[config.mk]
export PLATFORM = sky130hd
export DESIGN_NAME = png_chunk_stream_validator_top_flat
export DESIGN_NICKNAME = d
export VERILOG_FILES = /design/src/rtl/pcsv_pkg.sv /design/src/rtl/pcsv_ifs.sv /design/src/rtl/pcsv_front.sv /design/src/rtl/pcsv_queue.sv /design/src/rtl/pcsv_back.sv /design/src/rtl/png_chunk_stream_validator_top.sv /design/src/flat_wrapper.sv
export SDC_FILE = /design/constraint.sdc
export NUM_CORES = 1
export LEC_CHECK = 0
export BUFFER_PORTS_ARGS = -buffer_cell sky130_fd_sc_hd__buf_4
export CORE_ASPECT_RATIO = 0.6
export CORE_MARGIN = 1
export CORE_UTILIZATION = 50
export CTS_BUF_LIST = sky130_fd_sc_hd__clkbuf_16
export DETAILED_ROUTE_END_ITERATION = 10
export GPL_TIMING_DRIVEN = 0
export PLACE_DENSITY = 0.67
export SLEW_MARGIN = 15
export SYNTH_ARGS = -nofsm -noshare
export SYNTH_HDL_FRONTEND = slang
export SYNTH_SLANG_ARGS = --single-unit
[constraint.sdc]
create_clock -name clk -period 19.7 [get_ports clk]
set_clock_uncertainty 0.2 [all_clocks]
set_input_delay 0.985 -clock clk [delete_from_list [all_inputs] [get_ports clk]]
set_output_delay 0.985 -clock clk [all_outputs]
set_load 0.05 [all_outputs]
[src/rtl/pcsv_pkg.sv]
// Shared types, constants and CRC/signature helpers for the PNG chunk stream validator.
package pcsv_pkg;

	localparam int QDEPTH = 4;
	localparam int QADDR_W = $clog2(QDEPTH);
	localparam int QCOUNT_W = $clog2(QDEPTH + 1);

	localparam logic [31:0] CRC_POLY = 32'hEDB88320;
	localparam logic [31:0] TYPE_IEND = 32'h49454E44;
	localparam logic [31:0] IHDR_DATA_LEN = 32'd13;
	localparam logic [31:0] SIG_LEN = 32'd16;

	localparam logic [2:0] ST_VALID = 3'd0;
	localparam logic [2:0] ST_NO_SIG = 3'd1;
	localparam logic [2:0] ST_TRUNC_IHDR = 3'd2;
	localparam logic [2:0] ST_IHDR_CRC_BAD = 3'd3;
	localparam logic [2:0] ST_BOUNDS = 3'd4;
	localparam logic [2:0] ST_CHUNK_CRC_BAD = 3'd5;
	localparam logic [2:0] ST_NO_IEND = 3'd6;

	// queue entry: raw byte, framing marks and the byte's CRC contribution
	typedef struct packed {
		logic [7:0]  data_byte;
		logic        first_byte;
		logic        last_byte;
		logic [31:0] byte_crc;
	} q_item_t;

	// eight reflected shift steps of the CRC-32 register on a byte value
	function automatic logic [31:0] crc_tab(input logic [7:0] idx);
		logic [31:0] c;
		c = {24'd0, idx};
		for (int i = 0; i < 8; i++) begin
			c = c[0] ? ((c >> 1) ^ CRC_POLY) : (c >> 1);
		end
		return c;
	endfunction

	// magic, IHDR length and IHDR type
	function automatic logic [7:0] sig_byte(input logic [3:0] idx);
		logic [7:0] v;
		case (idx)
			4'd0: v = 8'h89;
			4'd1: v = 8'h50;
			4'd2: v = 8'h4E;
			4'd3: v = 8'h47;
			4'd4: v = 8'h0D;
			4'd5: v = 8'h0A;
			4'd6: v = 8'h1A;
			4'd7: v = 8'h0A;
			4'd8: v = 8'h00;
			4'd9: v = 8'h00;
			4'd10: v = 8'h00;
			4'd11: v = 8'h0D;
			4'd12: v = 8'h49;
			4'd13: v = 8'h48;
			4'd14: v = 8'h44;
			4'd15: v = 8'h52;
			default: v = 8'h00;
		endcase
		return v;
	endfunction

endpackage

[src/rtl/pcsv_ifs.sv]
// Stream interfaces for the byte input and the result output.
interface pcsv_byte_if;
	logic       valid;
	logic       ready;
	logic [7:0] data_byte;
	logic       first_byte;
	logic       last_byte;

	modport source(output valid, data_byte, first_byte, last_byte, input ready);
	modport sink(input valid, data_byte, first_byte, last_byte, output ready);
endinterface

interface pcsv_res_if;
	logic        valid;
	logic        ready;
	logic [2:0]  status;
	logic [31:0] image_width;
	logic [31:0] image_height;
	logic [31:0] total_length;

	modport source(output valid, status, image_width, image_height, total_length, input ready);
	modport sink(input valid, status, image_width, image_height, total_length, output ready);
endinterface

[src/rtl/pcsv_front.sv]
// Front end: takes byte transactions, precomputes their CRC term and feeds the queue.
module pcsv_front import pcsv_pkg::*; (
	input  logic            clk,
	input  logic            arst_n,
	pcsv_byte_if.sink       stream,
	output q_item_t         push_item,
	output logic            push,
	input  logic            q_ready
);

	logic    valid_s1;
	q_item_t item_s1;
	logic    take;

	assign stream.ready = !valid_s1 || q_ready;
	assign take = stream.valid && stream.ready;
	assign push = valid_s1 && q_ready;
	assign push_item = item_s1;

	always_ff @(posedge clk or negedge arst_n) begin
		if (!arst_n) begin
			valid_s1 <= 1'b0;
		end else if (take) begin
			valid_s1 <= 1'b1;
		end else if (push) begin
			valid_s1 <= 1'b0;
		end
	end

	// CRC is linear: the byte's own term is looked up here, the register term in the back end
	always_ff @(posedge clk) begin
		if (take) begin
			item_s1.data_byte <= stream.data_byte;
			item_s1.first_byte <= stream.first_byte;
			item_s1.last_byte <= stream.last_byte;
			item_s1.byte_crc <= crc_tab(stream.data_byte);
		end
	end

endmodule

[src/rtl/pcsv_queue.sv]
// Short queue between front end and parser.
module pcsv_queue import pcsv_pkg::*; (
	input  logic    clk,
	input  logic    arst_n,
	input  q_item_t push_item,
	input  logic    push,
	output logic    q_ready,
	output q_item_t pop_item,
	output logic    q_valid,
	input  logic    pop
);

	q_item_t               entries_q [QDEPTH];
	logic [QADDR_W-1:0]    wr_ptr_q;
	logic [QADDR_W-1:0]    rd_ptr_q;
	logic [QCOUNT_W-1:0]   count_q;

	assign q_ready = count_q != QCOUNT_W'(QDEPTH);
	assign q_valid = count_q != '0;
	assign pop_item = entries_q[rd_ptr_q];

	always_ff @(posedge clk or negedge arst_n) begin
		if (!arst_n) begin
			wr_ptr_q <= '0;
			rd_ptr_q <= '0;
			count_q <= '0;
		end else begin
			if (push) begin
				wr_ptr_q <= wr_ptr_q + 1'b1;
			end
			if (pop) begin
				rd_ptr_q <= rd_ptr_q + 1'b1;
			end
			if (push && !pop) begin
				count_q <= count_q + 1'b1;
			end else if (pop && !push) begin
				count_q <= count_q - 1'b1;
			end
		end
	end

	always_ff @(posedge clk) begin
		if (push) begin
			entries_q[wr_ptr_q] <= push_item;
		end
	end

`ifndef NO_ASSERTIONS
	a_count_bound: assert property (@(posedge clk) disable iff (!arst_n)
		count_q <= QCOUNT_W'(QDEPTH)) else $error("queue count beyond depth");
	a_no_underflow: assert property (@(posedge clk) disable iff (!arst_n)
		pop |-> count_q != '0) else $error("pop from empty queue");
	a_fill: assert property (@(posedge clk) disable iff (!arst_n)
		(push && !pop) |=> count_q == $past(count_q) + 1'b1) else $error("queue fill lost");
`endif

endmodule

[src/rtl/pcsv_back.sv]
// Back end: signature, IHDR and chunk walk with CRC-32, plus the result register.
module pcsv_back import pcsv_pkg::*; (
	input  logic       clk,
	input  logic       arst_n,
	input  q_item_t    item,
	input  logic       q_valid,
	output logic       pop,
	pcsv_res_if.source result
);

	localparam logic [2:0] PH_IDLE = 3'd0;
	localparam logic [2:0] PH_SIG = 3'd1;
	localparam logic [2:0] PH_IHDR_DATA = 3'd2;
	localparam logic [2:0] PH_IHDR_CRC = 3'd3;
	localparam logic [2:0] PH_CLEN = 3'd4;
	localparam logic [2:0] PH_CTYPE = 3'd5;
	localparam logic [2:0] PH_CDATA = 3'd6;
	localparam logic [2:0] PH_CCRC = 3'd7;

	logic [2:0]  phase_q, ph;
	logic [31:0] fc_q, fc, fc_inc;
	logic [31:0] cl_q, cl;
	logic [31:0] ct_q, ct;
	logic [31:0] crc_q, crc, crc_upd;
	logic [31:0] scw_q, scw;
	logic [31:0] w_q, w;
	logic [31:0] h_q, h;
	logic [31:0] bt_q, bt;
	logic        emit;
	logic [2:0]  st;
	logic        load;

	logic        out_valid_q;
	logic [2:0]  res_status_q;
	logic [31:0] res_width_q;
	logic [31:0] res_height_q;
	logic [31:0] res_total_q;

	// parser holds while a finished result is still waiting
	assign pop = q_valid && (!out_valid_q || result.ready);
	assign load = pop && emit;

	always_comb begin
		ph = phase_q;
		fc = fc_q;
		cl = cl_q;
		ct = ct_q;
		crc = crc_q;
		scw = scw_q;
		w = w_q;
		h = h_q;
		bt = bt_q;
		emit = 1'b0;
		st = ST_VALID;
		if (item.first_byte) begin
			ph = PH_SIG;
			fc = '0;
			cl = '0;
			ct = '0;
			crc = '1;
			scw = '0;
			w = '0;
			h = '0;
			bt = '0;
		end
		crc_upd = (crc >> 8) ^ crc_tab(crc[7:0]) ^ item.byte_crc;
		fc_inc = fc + 32'd1;
		if (ph != PH_IDLE) begin
			if (bt != '1) begin
				bt = bt + 32'd1;
			end
			case (ph)
				PH_SIG: begin
					if (item.data_byte != sig_byte(fc[3:0])) begin
						emit = 1'b1;
						st = ST_NO_SIG;
					end else begin
						if (fc >= 32'd12) begin
							crc = crc_upd;
						end
						fc = fc_inc;
						if (fc_inc >= SIG_LEN) begin
							ph = PH_IHDR_DATA;
							fc = '0;
							if (item.last_byte) begin
								emit = 1'b1;
								st = ST_TRUNC_IHDR;
							end
						end else if (item.last_byte) begin
							emit = 1'b1;
							st = ST_NO_SIG;
						end
					end
				end
				PH_IHDR_DATA: begin
					crc = crc_upd;
					if (fc < 32'd4) begin
						w = {w[23:0], item.data_byte};
					end else if (fc < 32'd8) begin
						h = {h[23:0], item.data_byte};
					end
					fc = fc_inc;
					if (fc_inc >= IHDR_DATA_LEN) begin
						ph = PH_IHDR_CRC;
						fc = '0;
					end
					if (item.last_byte) begin
						emit = 1'b1;
						st = ST_TRUNC_IHDR;
					end
				end
				PH_IHDR_CRC: begin
					scw = {scw[23:0], item.data_byte};
					fc = fc_inc;
					if (fc_inc >= 32'd4) begin
						if (~crc != scw) begin
							emit = 1'b1;
							st = ST_IHDR_CRC_BAD;
						end else begin
							ph = PH_CLEN;
							fc = '0;
							if (item.last_byte) begin
								emit = 1'b1;
								st = ST_NO_IEND;
							end
						end
					end else if (item.last_byte) begin
						emit = 1'b1;
						st = ST_TRUNC_IHDR;
					end
				end
				PH_CLEN: begin
					cl = {cl[23:0], item.data_byte};
					fc = fc_inc;
					if (fc_inc >= 32'd4) begin
						ph = PH_CTYPE;
						fc = '0;
						crc = '1;
					end
					if (item.last_byte) begin
						emit = 1'b1;
						st = ST_NO_IEND;
					end
				end
				PH_CTYPE: begin
					ct = {ct[23:0], item.data_byte};
					crc = crc_upd;
					fc = fc_inc;
					if (fc_inc >= 32'd4) begin
						fc = '0;
						ph = (cl == '0) ? PH_CCRC : PH_CDATA;
					end
					if (item.last_byte) begin
						emit = 1'b1;
						st = ST_NO_IEND;
					end
				end
				PH_CDATA: begin
					crc = crc_upd;
					fc = fc_inc;
					if (fc_inc >= cl) begin
						ph = PH_CCRC;
						fc = '0;
					end
					// under 12 bytes of the chunk seen counts as a missing IEND
					if (item.last_byte) begin
						emit = 1'b1;
						st = (fc_inc < 32'd4) ? ST_NO_IEND : ST_BOUNDS;
					end
				end
				PH_CCRC: begin
					scw = {scw[23:0], item.data_byte};
					fc = fc_inc;
					if (fc_inc >= 32'd4) begin
						if (~crc != scw) begin
							emit = 1'b1;
							st = ST_CHUNK_CRC_BAD;
						end else if (ct == TYPE_IEND) begin
							emit = 1'b1;
							st = ST_VALID;
						end else begin
							ph = PH_CLEN;
							fc = '0;
							cl = '0;
							ct = '0;
							if (item.last_byte) begin
								emit = 1'b1;
								st = ST_NO_IEND;
							end
						end
					end else if (item.last_byte) begin
						emit = 1'b1;
						// fc_inc is at most 3 here, so two low bits cover the sum
						st = ((cl[31:2] == '0) &&
							(({1'b0, cl[1:0]} + {1'b0, fc_inc[1:0]}) < 3'd4)) ?
							ST_NO_IEND : ST_BOUNDS;
					end
				end
				default: begin
					ph = PH_IDLE;
				end
			endcase
			if (emit) begin
				ph = PH_IDLE;
			end
		end
	end

	always_ff @(posedge clk or negedge arst_n) begin
		if (!arst_n) begin
			phase_q <= PH_IDLE;
			fc_q <= '0;
			cl_q <= '0;
			ct_q <= '0;
			crc_q <= '1;
			scw_q <= '0;
			w_q <= '0;
			h_q <= '0;
			bt_q <= '0;
		end else if (pop) begin
			phase_q <= ph;
			fc_q <= fc;
			cl_q <= cl;
			ct_q <= ct;
			crc_q <= crc;
			scw_q <= scw;
			w_q <= w;
			h_q <= h;
			bt_q <= bt;
		end
	end

	always_ff @(posedge clk or negedge arst_n) begin
		if (!arst_n) begin
			out_valid_q <= 1'b0;
		end else if (load) begin
			out_valid_q <= 1'b1;
		end else if (result.ready) begin
			out_valid_q <= 1'b0;
		end
	end

	always_ff @(posedge clk) begin
		if (load) begin
			res_status_q <= st;
			res_width_q <= w;
			res_height_q <= h;
			res_total_q <= (st == ST_VALID) ? bt : '0;
		end
	end

	assign result.valid = out_valid_q;
	assign result.status = res_status_q;
	assign result.image_width = res_width_q;
	assign result.image_height = res_height_q;
	assign result.total_length = res_total_q;

`ifndef NO_ASSERTIONS
	a_first_starts: assert property (@(posedge clk) disable iff (!arst_n)
		(pop && item.first_byte && !emit) |=> phase_q == PH_SIG)
		else $error("first-marked byte did not restart the parse");
	a_len_only_valid: assert property (@(posedge clk) disable iff (!arst_n)
		(out_valid_q && res_status_q != ST_VALID) |-> res_total_q == '0)
		else $error("length reported on a failed parse");
	a_hold_on_stall: assert property (@(posedge clk) disable iff (!arst_n)
		(out_valid_q && !result.ready) |=> phase_q == $past(phase_q))
		else $error("parser advanced while result stalled");
`endif

endmodule

[src/rtl/png_chunk_stream_validator_top.sv]
// PNG chunk stream validator: one byte per cycle sustained; a byte passes an input register,
// a four-entry queue and the parser, and a result leaves from the output register, which is
// loaded by the last byte that decides it. The rate is set by the parser's CRC-32 byte
// update and framing counters; the parser stalls only while a finished result waits on the
// output, and the queue lets input keep flowing meanwhile until it fills.
module png_chunk_stream_validator_top import pcsv_pkg::*; (
	input  logic       clk,
	input  logic       arst_n,
	pcsv_byte_if.sink  stream,
	pcsv_res_if.source result
);

	q_item_t push_item;
	q_item_t pop_item;
	logic    push;
	logic    q_ready;
	logic    q_valid;
	logic    pop;

	pcsv_front u_front (
		.clk       (clk),
		.arst_n    (arst_n),
		.stream    (stream),
		.push_item (push_item),
		.push      (push),
		.q_ready   (q_ready)
	);

	pcsv_queue u_queue (
		.clk       (clk),
		.arst_n    (arst_n),
		.push_item (push_item),
		.push      (push),
		.q_ready   (q_ready),
		.pop_item  (pop_item),
		.q_valid   (q_valid),
		.pop       (pop)
	);

	pcsv_back u_back (
		.clk     (clk),
		.arst_n  (arst_n),
		.item    (pop_item),
		.q_valid (q_valid),
		.pop     (pop),
		.result  (result)
	);

endmodule

[src/flat_wrapper.sv]
// flat-port wrapper written by rule: the top's interface ports become plain ports
module png_chunk_stream_validator_top_flat import pcsv_pkg::*;
  (clk, arst_n, stream_valid, stream_data_byte, stream_first_byte, stream_last_byte, stream_ready, result_valid, result_status, result_image_width, result_image_height, result_total_length, result_ready);
  pcsv_byte_if stream_i ();
  pcsv_res_if result_i ();
  input  logic clk;
  input  logic arst_n;
  input wire logic [$bits(stream_i.valid)-1:0] stream_valid;
  input wire logic [$bits(stream_i.data_byte)-1:0] stream_data_byte;
  input wire logic [$bits(stream_i.first_byte)-1:0] stream_first_byte;
  input wire logic [$bits(stream_i.last_byte)-1:0] stream_last_byte;
  output wire logic [$bits(stream_i.ready)-1:0] stream_ready;
  output wire logic [$bits(result_i.valid)-1:0] result_valid;
  output wire logic [$bits(result_i.status)-1:0] result_status;
  output wire logic [$bits(result_i.image_width)-1:0] result_image_width;
  output wire logic [$bits(result_i.image_height)-1:0] result_image_height;
  output wire logic [$bits(result_i.total_length)-1:0] result_total_length;
  input wire logic [$bits(result_i.ready)-1:0] result_ready;
  assign stream_i.valid = stream_valid;
  assign stream_i.data_byte = stream_data_byte;
  assign stream_i.first_byte = stream_first_byte;
  assign stream_i.last_byte = stream_last_byte;
  assign stream_ready = stream_i.ready;
  assign result_valid = result_i.valid;
  assign result_status = result_i.status;
  assign result_image_width = result_i.image_width;
  assign result_image_height = result_i.image_height;
  assign result_total_length = result_i.total_length;
  assign result_i.ready = result_ready;
  png_chunk_stream_validator_top u_core (.clk(clk), .arst_n(arst_n), .stream(stream_i), .result(result_i));
endmodule
Word-level counts from Yosys, hierarchy flattened:

Memory sizes are Yosys's and may differ from the RTL's.
Index checks and enable logic that the tools add are counted.

* add/subtract/negate cells: 7
* order comparisons: 9
* equality and inequality tests: 12
* mux-type cells: 114
* bitwise logic cells: 19
* reduce and logical (&&, ||, !) cells: 25

Operators with widths (number)
* $mux 32: 57
* $not 13->14: 14
* $pmux 32 s6: 1
* $pmux 32 s2: 2
* $pmux 32 s3: 1
* $mux 3: 27
* $add 32x1->32 const B: 2
* $ge 32x4->1 const B: 2
* $lt 32x3->1 const B: 2
* $eq 32x31->1 const B: 1
* $ge 32x3->1 const B: 1
* $ge 32x32->1: 1
* $ge 32x5->1 const B: 1
* $logic_not 32->1: 1
* $lt 32x4->1 const B: 1
* $ne 32x32->1: 1
* $ne 32x32->1 const B: 1
* $not 32->32: 1
* $xor 24x32->32: 1
* $xor 32x32->32: 1
* $mux 31: 1
* $logic_not 30->1: 1
* $not 1->14: 2
* $pmux 3 s7: 1
* 24 further kinds: 62

* bits in registers: 409
* RAM bits: 168
* memory bits (read-only): 112
* input port bits: 14
* logic and storage cells: 211
* memories: 2

Memories
* u_core.u_queue.entries_q: depth 4, bits a word 42, rd ports 1, clocked after Yosys merged registers in 0, wr ports 1, line pcsv_queue.sv:13 `q_item_t entries_q [QDEPTH];`
* (no name shown): depth 16, bits a word 7, rd ports 1, clocked after Yosys merged registers in 0, wr ports 0, line pcsv_pkg.sv:42 `case (idx)`

Logic depth before layout (Yosys ltp):

An unclocked memory read counts as a cell.

* word-level depth: 24
* gate-level depth with buffers: 29
* depth with buffers taken out: 21

Modules after synthesis:

A second synthesis with hierarchy kept.

* cell total of the unflattened synthesis: 2407
* area, all modules: 28416.0 µm²

Modules (own cells, without submodules)
* pcsv_back: times used 1, cells an instance 2058, area an instance 20076.8 µm², sequential area each 9318.9 µm²
* pcsv_queue: times used 1, cells an instance 255, area an instance 6513.7 µm², sequential area each 5220.0 µm²
* pcsv_front: times used 1, cells an instance 94, area an instance 1825.5 µm², sequential area each 1166.1 µm²

Worst setup path after synthesis:

Ideal clock, no wire load.

* kind: register -> register
* start: reg u_core.u_queue.rd_ptr_q[0]
* end: reg u_core.u_back.res_height_q[0] (netlist: u_core.u_back.result.image_height[0]), enable pin
* library setup time: 0.453 ns
* data arrival time: 6.905 ns
* data required time: 19.047 ns
* path slack: 12.142 ns
* stages on the path, launching flop included: 23
* path buffers: 7
* path through: dfrtp_1 > buf_2 > buf_4 > inv_2 > mux2_2 > clkbuf_1 > clkbuf_1 > clkbuf_1 > buf_1 > buf_1 > nand2_1 > inv_1 > ha_1 > and3_1 > nand3_1 > or4_1 > a21oi_1 > nor3_1 > and3_1 > nand2_2 > a221o_1 > nand2_1 > inv_1

* word-level cells in the longest chain between the ends: 11

Ends and longest elaborated chain
* start: declaration: line pcsv_queue.sv:15 `logic [QADDR_W-1:0] rd_ptr_q;`
* start signal: assignment: line pcsv_queue.sv:32 `rd_ptr_q <= rd_ptr_q + 1'b1;`
* $mem_v2 4x42 (*)
* parallel branches: the longest is 8 deep, another holds $add 32x1->32
* $mux 1 (*): line pcsv_back.sv:68 `if (ph != PH_IDLE) begin`
* $logic_and 1x1->1 (*): line pcsv_back.sv:41 `assign load = pop && emit;`
* named net u_core.u_back.load: line pcsv_back.sv:31 `logic load;`
* end signal: assignment: line pcsv_back.sv:247 `res_height_q <= h;`
* end: declaration: line pcsv_back.sv:36 `logic [31:0] res_height_q;`

Mark *: on every way through the listed nets, which the timed path passes. The select of a mux whose other input is x is not followed.
A chain may end at the register's enable or synchronous reset.

Worst setup path after layout:

* start: reg u_core.u_queue.rd_ptr_q[0]
* end: reg u_core.u_back.fc_q[28]

* word-level cells in the longest chain between the ends: 9

Ends and longest elaborated chain
* $mem_v2 4x42 (*)
* parallel branches: the longest is 7 deep, another holds $add 32x1->32
* $mux 32 (*): line pcsv_back.sv:68
* end signal: assignment: line pcsv_back.sv:212 `fc_q <= '0;`
* end signal: assignment: line pcsv_back.sv:222 `fc_q <= fc;`
* end: declaration: line pcsv_back.sv:21 `logic [31:0] fc_q, fc, fc_inc;`

Every way passes the cells marked *. The select of a mux whose other input is x is not followed.

==> flow_metrics.tcl <==
set metrics [dict create \
    drv_slew 0 \
    dr_wl_met2_microns 33300 \
    netlist_area_sq_um 27300 \
    critPathKind "flop to flop" \
    root_buffer "clkbuf_16" \
    path_max_fanout 10 \
    place_congestion 1.01 \
    dp_hpwl_microns 62400 \
    core_area_sq_um 53300 \
    r2r_end "u_core.u_back.fc_q[28]$_DFFE_PN0P_" \
    cp-end-kind "flop" \
    holdWs_ns 0.163 \
    drt_iter0_markers 2825 \
    drtAntennaViolNets 0 \
    syn-instance-count 2297 \
    drive_above_1_share 0.158 \
    hold_viol 0 \
    pwr_density_cell_nw_per_um2 173 \
    status "finished clean" \
    seq_area_frac_synth 0.557 \
    cts_tree "yes" \
    hold_path.class "primary input to async pin" \
    grt_pass1_vias 19600 \
    reg2reg_slack_ns 9.32 \
    syn_to_final_growth_pct 13.5 \
    post_cts_resized 0 \
    layout_common_cells "edfxtp_1 (289), nand2_1 (231), dfrtp_1 (228)" \
    cpPeakStageDelay_ns 0.83 \
    finalCriticalPeriod_ns 10.38 \
    tns_ns 0 \
    wl_per_cell_microns 26.3 \
    final_common_cell "edfxtp_1" \
    synth-async-reset-ratio 0.474 \
    initial_utilization 0.513 \
    fmax_ghz 0.0963 \
    pre_cts_slack_ns 9.84 \
    synth_ff_type "edfxtp_1" \
    cts_sinks 549 \
    clkSlewWorstSetupHoldPaths_ns 0.07 \
    wl_met1_microns 40300 \
    drc 0 \
    fp-row-count 65 \
    ys_seq_elements 549 \
    yosys-top-cells-area "edfxtp_1 (32%), dfrtp_1 (21%), xnor2_1 (5.1%), a22o_1 (3.7%), nand2_1 (3.2%)" \
    drtPass1Iterations 6 \
    critPathLaunchType "flop" \
    period_share 0.527 \
    routed_wirelength_microns 84700 \
    required_ns 20.04 \
    cts_buffers 51 \
    grt_pass1_wl_microns 127000 \
    vias_per_cell 6.41 \
    synth_cell_types 94 \
    drv_cap 0 \
    cp_common_cell "clkbuf_1" \
    insertion_delay_ns 0.62 \
    cp_slowest_cell "clkbuf_1" \
    setup_viol 0 \
    crit-reg2reg-launch "u_core.u_queue.rd_ptr_q[0]$_DFFE_PN0P_" \
    antenna_found_initial 3 \
    rsz0062_at_grt "false" \
    portBuffers 114 \
    fillers 4374 \
    overflow 0 \
    grt_max_degree 94 \
    cts_hold_buf 0 \
    reg2regPathDepth 28 \
    synth_top_area_frac 0.317 \
    post_cts_buffers 0 \
    vias 20600 \
    peakVddDrop_uv 181 \
    die_h_microns 183 \
    synth-edff-count 289 \
    top_layer "met5" \
    syn-num-nets 2358 \
    p_leak_nw 12.3 \
    nets 2533 \
    fin_ws_ns 9.32 \
    slew-limit-headroom 0.209 \
    antenna_cells 0 \
    total_power_mw 5.38 \
    die_area_sq_um 55700 \
    cp.arrival_ns 10.72 \
    cts_buffer_depth 3 \
    grt_use_total 0.304 \
    pin_count 115 \
    die_w_microns 304 \
    yosys.area.top_type "edfxtp_1" \
    worst_pin_slew_ns 1.15 \
    yosysWarnings 0 \
    htree_num_levels 2 \
    wl_met3_microns 9630 \
    syn_area_per_cell_sq_um 11.9 \
]
## kinds of logic (layout without fill, tap and decap cells)
| family | Yosys count | after routing | share of synthesized area |
|---|---|---|---|
| AOI/OAI and AO/OA | 518 | 518 | 0.139 |
| xor gates and xnor gates | 214 | 214 | 0.0685 |
| adders and majority gates | 47 | 47 | 0.0218 |
| buffers and inverters | 193 | 411 | 0.0296 |
| DFF | 549 | 549 | 0.557 |
| muxes | 124 | 124 | 0.0634 |
| and+or+nand+nor | 652 | 652 | 0.121 |
## through the flow
stage	cells	util	instance area (sq um)
2_1_floorplan	2297	-	27300
3_3_place_gp	3114	0.546	29100
3_5_place_dp	3122	0.550	29300
4_1_cts	3218	0.583	31000
5_1_grt	3218	0.583	31000
6_report	3218	0.583	31000
## layer usage
| metal | track usage | vias up |
|---|---|---|
| met5 | 0 | - |
| met4 | 0.0595 | 2 |
| met3 | 0.0599 | 117 |
| met2 | 0.401 | 1170 |
| met1 | 0.506 | 10400 |
| li1 | - | 8944 |
## power breakdown
part	leakage, nW	internal [mW]	switching, mW
Sequential	6.23	1.55	0.150
Clock	0.907	0.593	0.458
Combinational	5.17	0.777	1.86
## sequential cells by signal, summed over array words and instances (netlist names), 24 cells and up
register / count
u_core.u_back.result.image_width: 32
u_core.u_back.fc_q: 32
u_core.u_back.result.image_height: 32
u_core.u_back.result.total_length: 32
u_core.u_back.h_q: 32
u_core.u_back.w_q: 32
u_core.u_back.ct_q: 32
u_core.u_queue.entries_q: 152
u_core.u_back.crc_q: 32
u_core.u_back.scw_q: 24
u_core.u_back.bt_q: 32
u_core.u_front.push_item: 38
u_core.u_back.cl_q: 32
## worst max-delay path, delay by kind of cell, from the launching register on
kind,cells,cell delay [ns]
DFF,1,0.32
and+or+nand+nor,6,1.72
xor gates and xnor gates,1,0.10
buffers and inverters,11,4.81
AOI/OAI and AO/OA,7,2.08
muxes,1,0.44
adders and majority gates,2,0.59
## cell type report
cell class	instances	area [sq um]	area share
sequential	549	15200	0.490
clock inverter	45	487	0.0157
timing repair buffer	122	1050	0.0337
buffer	162	694	0.0224
clock buffer	51	1280	0.0411
multi-input combinational	1555	11300	0.365
inverter	31	119	0.00383
tap	703	880	0.0283
## how the worst max path moves through the flow
stage                                                               endpoint  depth (start not counted)                                   start
after floorplan               u_core.u_back.result.image_height[0]$_DFFE_PP_                         22  u_core.u_queue.rd_ptr_q[0]$_DFFE_PN0P_
after global placement    u_core.u_back.result.total_length[5]$_SDFFCE_PP0P_                         22  u_core.u_queue.rd_ptr_q[0]$_DFFE_PN0P_
after detailed placement                  u_core.u_back.fc_q[24]$_DFFE_PN0P_                         28  u_core.u_queue.rd_ptr_q[0]$_DFFE_PN0P_
after CTS                                 u_core.u_back.fc_q[28]$_DFFE_PN0P_                         28  u_core.u_queue.rd_ptr_q[0]$_DFFE_PN0P_
after global routing                      u_core.u_back.fc_q[28]$_DFFE_PN0P_                         28  u_core.u_queue.rd_ptr_q[0]$_DFFE_PN0P_
final                                     u_core.u_back.fc_q[28]$_DFFE_PN0P_                         28  u_core.u_queue.rd_ptr_q[0]$_DFFE_PN0P_
## Yosys cell counts (5+ instances only)
library cell	number
o2bb2ai_1	5
buf_2	33
nand2b_1	10
o211ai_1	6
nor4_2	18
nor2b_1	10
and2_1	13
a221o_1	5
nor4_1	22
clkbuf_1	96
buf_1	27
nand3_1	42
or4_1	8
edfxtp_1	289
a31oi_1	16
nor3_2	13
a21oi_1	67
a211o_1	5
a22o_1	116
mux2_2	23
nand2_1	231
nor4b_1	6
inv_1	29
nand4_1	34
ha_1	46
dfrtp_1	228
o31ai_1	67
and3_1	21
nor3_1	24
o21ai_1	7
mux2i_1	64
xnor2_1	160
xor2_1	54
o21ai_0	96
dfstp_2	32
o22ai_1	7
a221oi_1	27
nor2_1	162
and4_1	7
a22oi_1	7
a21o_1	12
mux4_2	37
or3_1	7
a2bb2oi_1	22
Power figures use the tool's default switching activity.
